<file path="src/hdl/binary_to_decimal_digits_assert.svh">
// ----------------------------------------------------------------------------
// Assertion macros for the binary to decimal digit converter
// Clocked property checks shared by the converter RTL.
// ----------------------------------------------------------------------------
`ifndef BINARY_TO_DECIMAL_DIGITS_ASSERT_SVH
`define BINARY_TO_DECIMAL_DIGITS_ASSERT_SVH

// Check a property on every clock edge outside reset.
`define B2DD_ASSERT(lbl, prop, msg) \
    lbl: assert property (@(posedge i_clk) disable iff (!i_rst_n) prop) else $error(msg);

// Check a property on every clock edge, reset included.
`define B2DD_ASSERT_ALWAYS(lbl, prop, msg) \
    lbl: assert property (@(posedge i_clk) prop) else $error(msg);

`endif

</file>
<file path="src/hdl/b2dd_pkg.sv">
// ----------------------------------------------------------------------------
// b2dd_pkg
// Types and constants of the binary to decimal digit converter.
// ----------------------------------------------------------------------------
package b2dd_pkg;

    localparam int VALUE_W          = 64;
    localparam int CHAR_W           = 6;
    localparam int DATA_WIDTH_DEF   = 64;
    localparam int MAX_DIGITS_DEF   = 20;
    localparam int NIBBLE_W         = 4;

    localparam logic [CHAR_W-1:0] ASCII_ZERO = 6'd48;

    typedef enum logic {
        MODE_SIGNED   = 1'b0,
        MODE_UNSIGNED = 1'b1
    } t_mode;

    typedef enum logic [1:0] {
        ST_IDLE,
        ST_CONV,
        ST_SKIP,
        ST_EMIT
    } t_state;

endpackage

</file>
<file path="src/hdl/b2dd_in_if.sv">
// ----------------------------------------------------------------------------
// b2dd_in_if
// Input channel of the converter: one integer word and its mode per beat.
// ----------------------------------------------------------------------------
interface b2dd_in_if;
    import b2dd_pkg::*;

    logic               valid;
    logic               ready;
    logic [VALUE_W-1:0] value;
    logic               mode;

    modport source (output valid, output value, output mode, input ready);
    modport sink   (input valid, input value, input mode, output ready);
endinterface

</file>
<file path="src/hdl/b2dd_out_if.sv">
// ----------------------------------------------------------------------------
// b2dd_out_if
// Output channel of the converter: one ASCII digit per beat.
// ----------------------------------------------------------------------------
interface b2dd_out_if;
    import b2dd_pkg::*;

    logic              valid;
    logic              ready;
    logic [CHAR_W-1:0] digit_char;
    logic              negative;
    logic              last_digit;

    modport source (output valid, output digit_char, output negative, output last_digit,
                    input ready);
    modport sink   (input valid, input digit_char, input negative, input last_digit,
                    output ready);
endinterface

</file>
<file path="src/hdl/binary_to_decimal_digits.sv">
// ----------------------------------------------------------------------------
// binary_to_decimal_digits
// Converts one integer word to its decimal digits in ASCII, most significant
// first, with no leading zeros.
// ----------------------------------------------------------------------------
// Use: present a word on i_in (value, mode 0 signed / 1 unsigned); only the
// low DATA_WIDTH bits count. The word is taken when valid and ready meet.
// o_out then gives one beat per decimal digit of the magnitude, each with
// the sign flag, and last_digit set on the final beat. Zero gives one '0'.
// Steps: the word is taken in the idle state, then shift-and-add-3 in the
// conversion state builds the BCD register (one input bit a cycle), then
// the skip state drops each leading zero digit (at most MAX_DIGITS-1) and
// settles on the first digit. Digits follow at one beat per cycle while the
// receiver is ready; i_in.ready is high only while no word is in progress.
// A stall on o_out holds the current digit until it is taken.
// Reset (synchronous, active low) returns to idle and drops any word in
// progress.
// ----------------------------------------------------------------------------
`include "binary_to_decimal_digits_assert.svh"

module binary_to_decimal_digits #(
    parameter int DATA_WIDTH = b2dd_pkg::DATA_WIDTH_DEF,
    parameter int MAX_DIGITS = b2dd_pkg::MAX_DIGITS_DEF
) (
    input  logic       i_clk,
    input  logic       i_rst_n,
    b2dd_in_if.sink    i_in,
    b2dd_out_if.source o_out
);
    import b2dd_pkg::*;

    localparam int BCD_W = MAX_DIGITS * NIBBLE_W;
    localparam int CNT_W = $clog2(DATA_WIDTH);
    localparam int IDX_W = $clog2(MAX_DIGITS);

    t_state                r_state;
    t_state                n_state;
    logic [DATA_WIDTH-1:0] r_mag;
    logic [BCD_W-1:0]      r_bcd;
    logic [CNT_W-1:0]      r_cnt;
    logic [IDX_W-1:0]      r_idx;
    logic                  r_neg;

    logic [DATA_WIDTH-1:0] raw;
    logic                  neg_in;
    logic [DATA_WIDTH-1:0] mag_in;
    logic [BCD_W-1:0]      bcd_adj;
    logic [NIBBLE_W-1:0]   top_digit;
    logic                  in_beat;
    logic                  out_beat;

    assign raw       = i_in.value[DATA_WIDTH-1:0];
    assign neg_in    = (t_mode'(i_in.mode) == MODE_SIGNED) && raw[DATA_WIDTH-1];
    assign mag_in    = neg_in ? (~raw + DATA_WIDTH'(1)) : raw;
    assign top_digit = r_bcd[BCD_W-1 -: NIBBLE_W];
    assign in_beat   = i_in.valid && i_in.ready;
    assign out_beat  = o_out.valid && o_out.ready;

    // add 3 to every digit of five or more before the doubling shift
    always_comb begin
        for (int d = 0; d < MAX_DIGITS; d++) begin
            if (r_bcd[d*NIBBLE_W +: NIBBLE_W] >= NIBBLE_W'(5)) begin
                bcd_adj[d*NIBBLE_W +: NIBBLE_W] = r_bcd[d*NIBBLE_W +: NIBBLE_W] + NIBBLE_W'(3);
            end else begin
                bcd_adj[d*NIBBLE_W +: NIBBLE_W] = r_bcd[d*NIBBLE_W +: NIBBLE_W];
            end
        end
    end

    always_comb begin
        n_state = r_state;
        case (r_state)
            ST_IDLE: begin
                if (i_in.valid) begin
                    n_state = ST_CONV;
                end
            end
            ST_CONV: begin
                if (r_cnt == '0) begin
                    n_state = ST_SKIP;
                end
            end
            ST_SKIP: begin
                if (top_digit != '0 || r_idx == '0) begin
                    n_state = ST_EMIT;
                end
            end
            ST_EMIT: begin
                if (o_out.ready && r_idx == '0) begin
                    n_state = ST_IDLE;
                end
            end
            default: n_state = ST_IDLE;
        endcase
    end

    always_comb begin
        i_in.ready       = (r_state == ST_IDLE);
        o_out.valid      = (r_state == ST_EMIT);
        o_out.digit_char = ASCII_ZERO + CHAR_W'(top_digit);
        o_out.negative   = r_neg;
        o_out.last_digit = (r_idx == '0);
    end

    always_ff @(posedge i_clk) begin
        if (!i_rst_n) begin
            r_state <= ST_IDLE;
        end else begin
            r_state <= n_state;
        end
    end

    always_ff @(posedge i_clk) begin
        case (r_state)
            ST_IDLE: begin
                if (in_beat) begin
                    r_mag <= mag_in;
                    r_neg <= neg_in;
                    r_bcd <= '0;
                    r_cnt <= CNT_W'(DATA_WIDTH - 1);
                    r_idx <= IDX_W'(MAX_DIGITS - 1);
                end
            end
            ST_CONV: begin
                // shift the next magnitude bit into the decimal register
                r_bcd <= {bcd_adj[BCD_W-2:0], r_mag[DATA_WIDTH-1]};
                r_mag <= {r_mag[DATA_WIDTH-2:0], 1'b0};
                r_cnt <= r_cnt - CNT_W'(1);
            end
            ST_SKIP: begin
                if (top_digit == '0 && r_idx != '0) begin
                    r_bcd <= {r_bcd[BCD_W-NIBBLE_W-1:0], NIBBLE_W'(0)};
                    r_idx <= r_idx - IDX_W'(1);
                end
            end
            ST_EMIT: begin
                // advance to the next digit once this beat is taken
                if (out_beat && r_idx != '0) begin
                    r_bcd <= {r_bcd[BCD_W-NIBBLE_W-1:0], NIBBLE_W'(0)};
                    r_idx <= r_idx - IDX_W'(1);
                end
            end
            default: ;
        endcase
    end

    `B2DD_ASSERT(a_digit_decimal, o_out.valid |-> (top_digit <= NIBBLE_W'(9)),
        "output digit is not decimal")
    `B2DD_ASSERT(a_accept_starts_conv, in_beat |=> (r_state == ST_CONV),
        "accepted word did not start conversion")
    `B2DD_ASSERT(a_last_beat_idle, (out_beat && o_out.last_digit) |=> i_in.ready,
        "block not idle after last digit")
    `B2DD_ASSERT(a_no_overlap, !(i_in.ready && o_out.valid),
        "input ready while digits still pending")
    `B2DD_ASSERT_ALWAYS(a_reset_idle, !i_rst_n |=> (r_state == ST_IDLE),
        "reset did not return to idle")

endmodule
</file>
<file path="src/flat_wrapper.sv">
// flat-port wrapper written by rule: the top's interface ports become plain ports
module binary_to_decimal_digits_flat import b2dd_pkg::*;
#(
    parameter int DATA_WIDTH = b2dd_pkg::DATA_WIDTH_DEF,
    parameter int MAX_DIGITS = b2dd_pkg::MAX_DIGITS_DEF
)
  (i_clk, i_rst_n, i_in_valid, i_in_value, i_in_mode, i_in_ready, o_out_valid, o_out_digit_char, o_out_negative, o_out_last_digit, o_out_ready);
  b2dd_in_if i_in_i ();
  b2dd_out_if o_out_i ();
  input  logic i_clk;
  input  logic i_rst_n;
  input wire logic [$bits(i_in_i.valid)-1:0] i_in_valid;
  input wire logic [$bits(i_in_i.value)-1:0] i_in_value;
  input wire logic [$bits(i_in_i.mode)-1:0] i_in_mode;
  output wire logic [$bits(i_in_i.ready)-1:0] i_in_ready;
  output wire logic [$bits(o_out_i.valid)-1:0] o_out_valid;
  output wire logic [$bits(o_out_i.digit_char)-1:0] o_out_digit_char;
  output wire logic [$bits(o_out_i.negative)-1:0] o_out_negative;
  output wire logic [$bits(o_out_i.last_digit)-1:0] o_out_last_digit;
  input wire logic [$bits(o_out_i.ready)-1:0] o_out_ready;
  assign i_in_i.valid = i_in_valid;
  assign i_in_i.value = i_in_value;
  assign i_in_i.mode = i_in_mode;
  assign i_in_ready = i_in_i.ready;
  assign o_out_valid = o_out_i.valid;
  assign o_out_digit_char = o_out_i.digit_char;
  assign o_out_negative = o_out_i.negative;
  assign o_out_last_digit = o_out_i.last_digit;
  assign o_out_i.ready = o_out_ready;
  binary_to_decimal_digits #(.DATA_WIDTH(DATA_WIDTH), .MAX_DIGITS(MAX_DIGITS)) u_core (.i_clk(i_clk), .i_rst_n(i_rst_n), .i_in(i_in_i), .o_out(o_out_i));
endmodule
</file>
<file path="config.mk">
export PLATFORM = sky130hd
export DESIGN_NAME = binary_to_decimal_digits_flat
export DESIGN_NICKNAME = d
export VERILOG_FILES = /design/src/hdl/b2dd_pkg.sv /design/src/hdl/b2dd_in_if.sv /design/src/hdl/b2dd_out_if.sv /design/src/hdl/binary_to_decimal_digits.sv /design/src/flat_wrapper.sv
export VERILOG_INCLUDE_DIRS = /design/src /design/src/hdl
export SDC_FILE = /design/constraint.sdc
export NUM_CORES = 1
export LEC_CHECK = 0
export ABC_AREA = 0
export BUFFER_PORTS_ARGS = -buffer_cell sky130_fd_sc_hd__buf_4
export CELL_PAD_IN_SITES_DETAIL_PLACEMENT = 1
export CELL_PAD_IN_SITES_GLOBAL_PLACEMENT = 2
export CORE_ASPECT_RATIO = 0.75
export CORE_UTILIZATION = 35
export DETAILED_ROUTE_END_ITERATION = 8
export HOLD_SLACK_MARGIN = 0.05
export PLACE_DENSITY_LB_ADDON = 0.1
export SETUP_SLACK_MARGIN = 0.1
export SYNTH_ARGS = -nofsm -noshare
export SYNTH_HDL_FRONTEND = slang
export SYNTH_SLANG_ARGS = --single-unit
</file>
<file path="constraint.sdc">
create_clock -name i_clk -period 3.8 [get_ports i_clk]
set_input_delay 0.38 -clock i_clk [delete_from_list [all_inputs] [get_ports i_clk]]
set_output_delay 0.38 -clock i_clk [all_outputs]
set_load 0.05 [all_outputs]
</file>
After elaboration in Yosys (flattened, before gate mapping)
Cells that the tools add are included.
{"block": "totals", "register_bits": 158, "output_inout_bits": 10}
{"block": "op_classes", "n_addsub": 24, "order_cmp": 20, "n_eq_ne": 10, "mux": 38, "n_bitwise": 2, "n_reduce_logical": 20}
{"operator": "80-bit one-hot mux with 4 select lines", "n": 1}
{"operator": "80-bit 2-to-1 mux", "n": 3}
{"operator": "64-bit 2-to-1 mux", "n": 2}
{"operator": "64-bit one-hot mux with 2 select lines", "n": 1}
{"operator": "4-bit by 3-bit >= comparator with 1-bit output (second input constant)", "n": 20}
{"operator": "4-bit by 2-bit adder with 4-bit output (second input constant)", "n": 19}
{"operator": "4-bit 2-to-1 mux", "n": 19}
{"operator": "64-bit by 1-bit adder with 64-bit output (second input constant)", "n": 1}
{"operator": "64-bit NOT", "n": 1}
{"operator": "5-bit 2-to-1 mux", "n": 3}
{"operator": "5-bit one-hot mux with 3 select lines", "n": 1}
{"operator": "6-bit one-hot mux with 2 select lines", "n": 1}
{"operator": "2-bit 2-to-1 mux", "n": 4}
{"operator": "2-bit != test (second input constant)", "n": 4}
{"operator": "2-bit one-hot mux with 4 select lines", "n": 1}
{"operator": "4-bit AND reduction", "n": 2}
{"operator": "5-bit by 5-bit adder with 6-bit output (first input constant)", "n": 1}
{"operator": "1-bit logical AND", "n": 6}
{"operator": "6-bit logical NOT", "n": 1}
{"operator": "6-bit 2-to-1 mux", "n": 1}
{"operator": "2-bit by 1-bit != test with 1-bit output (second input constant)", "n": 3}
{"operator": "6-bit by 1-bit subtractor with 6-bit output (second input constant)", "n": 1}
{"operator": "5-bit logical NOT", "n": 1}
{"operator": "5-bit nonzero test", "n": 1}
{"operator": "other kinds (14)", "n": 16}

Logic depth before layout (Yosys ltp)
{"block": "depth", "word_depth": 5, "depth_mapped": 8, "mapped_depth_nobuf": 8}

Least setup slack after synthesis
OpenSTA, ideal clock, no wires.
{"block": "synth_path", "path_kind": "register -> register", "startpoint": "reg u_core.r_idx[0]", "endpoint": "reg u_core.r_idx[0], enable pin", "setup_ns": 0.273, "arrival_time_ns": 4.242, "slack_ns": -0.716, "path_stages_with_launch": 7, "path_buffers": 0, "path_cell_list": "edfxtp_1 > inv_1 > ha_1 > nor4b_1 > o21ai_0 > and3_1 > o31a_1"}
{"block": "synth_between", "elab_chain_len": 4, "elab_cells_between_ends": 6}
{"element": "start: declaration", "line_no": "binary_to_decimal_digits.sv:41", "rtl": "logic [IDX_W-1:0] r_idx;"}
{"element": "start signal: assignment", "line_no": "binary_to_decimal_digits.sv:121", "rtl": "r_idx <= IDX_W'(MAX_DIGITS - 1);"}
{"element": "start signal: assignment", "line_no": "binary_to_decimal_digits.sv:133", "rtl": "r_idx <= r_idx - IDX_W'(1);"}
{"element": "start signal: assignment", "line_no": "binary_to_decimal_digits.sv:140", "rtl": "r_idx <= r_idx - IDX_W'(1);"}
{"element": "5-bit nonzero test *", "line_no": "binary_to_decimal_digits.sv:131, binary_to_decimal_digits.sv:138"}
{"element": "1-bit logical AND (on tied branches)", "line_no": "binary_to_decimal_digits.sv:138, binary_to_decimal_digits.sv:131"}
{"element": "2-bit != test (no line) or 2-bit by 1-bit != test with 1-bit output (tied branches)"}
{"element": "4-bit AND reduction (no line) *"}
Every way passes the cells marked *; elsewhere a longest branch is shown, timed or not.
A chain may end at the register's enable or synchronous reset.

Worst setup path in the final report
{"block": "layout_path", "startpoint": "in i_in_value[12]", "endpoint": "reg u_core.r_mag[62], data pin"}
{"block": "layout_between", "elab_chain_len": 5}
{"element": "start: declaration", "line_no": "flat_wrapper.sv:13", "rtl": "input wire logic [$bits(i_in_i.value)-1:0] i_in_value;"}
{"element": "64-bit NOT", "line_no": "binary_to_decimal_digits.sv:54", "rtl": "assign mag_in = neg_in ? (~raw + DATA_WIDTH'(1)) : raw;"}
{"element": "64-bit by 1-bit adder with 64-bit output", "line_no": "binary_to_decimal_digits.sv:54"}
{"element": "64-bit 2-to-1 mux", "line_no": "binary_to_decimal_digits.sv:54"}
{"element": "64-bit 2-to-1 mux", "line_no": "binary_to_decimal_digits.sv:116", "rtl": "if (in_beat) begin"}
{"element": "64-bit one-hot mux with 2 select lines", "line_no": "binary_to_decimal_digits.sv:114", "rtl": "case (r_state)"}
{"element": "end signal: assignment", "line_no": "binary_to_decimal_digits.sv:117", "rtl": "r_mag <= mag_in;"}
{"element": "end signal: assignment", "line_no": "binary_to_decimal_digits.sv:127", "rtl": "r_mag <= {r_mag[DATA_WIDTH-2:0], 1'b0};"}
{"element": "end: declaration", "line_no": "binary_to_decimal_digits.sv:38", "rtl": "logic [DATA_WIDTH-1:0] r_mag;"}
No other way between the ends. The select of a mux whose other input is x is not followed.

==> flow_summary.toml <==
[global_routing]
grt.total_usage_pct = 18.28
overflow = 0
grt.met1_usage_pct = 26.77
grtUsageMet2_pct = 27.31
grt_max_degree = 87
grt_pass1_wl_um = 42390
antenna_found_initial = 0
grt_pass1_vias = 7971
grt.busiest_layer = "met2"
use_met3_pct = 4.070

[logic_synthesis]
synth-adder-area-share_pct = 5.975
avgSynthCellArea_sq_um = 9.465
synth_cell_type_count = 48
synthTopCellsByCount = "edfxtp_1, o21ai_0, nand2_1"
synth-edff-count = 156
ys_seq_elements = 158
syn-cell-area_sq_um = 10050
synth_cells = 1062
synth_compound_area_share_pct = 15.22
ys_async_sr_fraction_pct = 0
synth_top_area_share_pct = 46.60
synth.most_common_cell = "edfxtp_1"
yosysTopAreaCell = "edfxtp_1"
synth_simple_gate_area_share_pct = 17.67
synth_warnings = 0
synth_mux_area_share_pct = 2.116
synthXorXnorAreaFrac_pct = 7.842
yosysSeqAreaShare_pct = 47.00
ys_top_cells_by_area = "edfxtp_1, o21ai_0, ha_1"
synth_top_family_by_area = "simple AND/OR/NAND/NOR gates"
synthFlopType = "edfxtp_1"

[drt]
drt_iter0_markers = 404
antenna_left = 0
dr_total_vias = 7931
routed_wl_um = 25740
wl_per_cell_um = 16.86
vias_per_cell = 5.194
drc = 0
drtPass1Iterations = 5

[clocking]
clockRootBuffer = "clkbuf_16"
path_clk_slew_ns = 0.07
numCtsBuffers = 17
worstSkewPairLatency_ns = 0.44
cts_resized = 0
clock_path_buffers = 2
post_cts_buffers = 0
cts_tree = "done"
cts_sinks = 158
cts_hold_buf = 0
cts_max_level = 4

[critical_path]
crit_fanout = 13
crit_type = "primary input to flop"
worst-endpoint-required_ns = 3.98
rr_endpoint = "u_core.r_bcd[36]"
start_kind = "primary input"
arrival_ns = 3.05
ff2ff_path_depth = 7
end_kind = "flop"
r2r-start = "u_core.r_state[0]"
startpoint = "i_in_value[12]"
rrSetupSlack_ns = 1.54
crit_end = "u_core.r_mag[62]"

[layout]
regArea_sq_um = 4725
fin_cells = 1527
nFillCells = 3252
drive_gt1_share_pct = 13.57
final_nets = 1246
diodes = 0
multi_input_area_sq_um = 4964
area_delta_synth_final_pct = 16.72

[timing]
clock_skew_ns = 0.009899
slew_headroom_pct = 43.49
setup_viol = 0
fin_crit_ns = 2.868
tns_ns = 0
timing.hold.ws_ns = 0.2148
post-route-period-util_pct = 75.48
worst_slack_ns = 0.9316
worst_pin_slew_ns = 0.8477
finalMaxSlewViolations = 0
max_freq_mhz = 348.6
rsz0062_at_grt = "no"
hold_viol_final = 0

[placement]
dp.cells = 1495
dp_hpwl_um = 17890
gp_congestion = 0.8224
place_worst_setup_slack_ns = 0.4921
port_buffers = 76

[floorplanning]
rows = 53
io_pins = 79
die-area_sq_um = 29410
core-area_sq_um = 28120
die_w_um = 197.7
start_util_pct = 35.75
die_h_um = 148.8

[run_status]
status = "complete, no violations"

[worst_hold_path]
hold_class = "primary input to flop"
hold_path_depth = 3

[pwr]
p_per_area_nw_per_um2 = 749.1
p_leak_nw = 4.120
peakVddDrop_mv = 0.4310

[job]
maxCapViolations = 0
==> through the flow <==
| step | area (sq um) | util, % | total power (W) |
|---|---|---|---|
| finish | 11730 | 41.73 | 0.008789 |
| global route | 11730 | 41.73 | 0.009463 |
| CTS | 11730 | 41.73 | 0.008916 |
| detailed placement | 11120 | 39.56 | 0.007043 |
| global placement | 11120 | 39.56 | 0.006958 |
| floorplan | 10060 | - | 0.006000 |
==> registers in the layout (all words and copies together) (netlist names) <==
| register | flops |
|---|---|
| u_core.o_out.negative | 1 |
| u_core.r_bcd | 80 |
| u_core.r_cnt | 6 |
| u_core.r_idx | 5 |
| u_core.r_mag | 64 |
| u_core.r_state | 2 |
==> logic make-up after synthesis <==
logic type               count (synthesis)
AND/OR/NAND/NOR                        360
AO/OA/AOI/OAI                          282
flip-flops                             158
buffers and inverters                  104
XOR/XNOR                                90
adder cells (fa/ha/maj)                 48
multiplexers                            19
other                                    1
==> worst min path at each step <==
stage	start	endpoint	slack, ns
2_1_floorplan	u_core.r_mag[9]	u_core.r_mag[10]	0.50
3_5_place_dp	u_core.r_mag[43]	u_core.r_mag[44]	0.52
5_1_grt	i_rst_n	u_core.r_state[0]	0.21
3_3_place_gp	u_core.r_mag[42]	u_core.r_mag[43]	0.51
6_report	i_rst_n	u_core.r_state[1]	0.21
4_1_cts	i_rst_n	u_core.r_state[1]	0.19
==> critical path, cell delays in order <==
cell and delay (ns):
buf_4 0.12, or4_1 0.55, or4b_4 0.66, nor4_2 0.70, a31oi_1 0.20, xor2_1 0.17, mux2_2 0.27
==> where the power goes <==
| group | leakage, nW | total [W] | internal [W] | switching (W) |
|---|---|---|---|---|
| Combinational | 2.24 | 0.00329 | 0.00123 | 0.00206 |
| Sequential | 1.58 | 0.00367 | 0.00308 | 0.000587 |
| Clock | 0.293 | 0.00183 | 0.00104 | 0.000785 |
| Total | 4.12 | 0.00879 | 0.00536 | 0.00343 |
==> metal layers <==
layer,routed length [um],vias to the layer above
met3,966,16
met2,10920,111
li1,-,3937
met4,228,0
met5,0,-
met1,13630,3867
==> layout by cell type, fill, tap and decap left out, types with 4 or more instances in the layout <==
cell,netlist,final
or3_1,8,8
or4_1,4,4
o21ai_0,147,147
o31ai_1,19,19
nand4_1,8,8
nand4b_1,4,4
a21oi_1,84,84
inv_6,0,5
ha_1,48,47
a31oi_1,13,13
nor2_1,72,71
nand2_1,136,135
mux2_2,18,18
nand3_1,12,12
edfxtp_1,156,156
a22oi_1,5,5
xor2_1,30,30
nor4_1,13,12
nor3b_1,29,29
clkbuf_16,0,17
xnor2_1,60,60
nand2b_1,30,29
buf_4,6,90
inv_1,58,58
nor2b_1,5,5
nor3_1,24,24
==> layout make-up <==
type / count / area share [%]
multi-input combinational: 801 / 42.31
sequential: 158 / 40.27
timing repair buffer: 93 / 6.271
tap: 385 / 4.106
clock buffer: 17 / 3.626
inverter: 58 / 1.856
clock inverter: 15 / 1.568
Note: power is estimated with default switching activity, not from simulation.
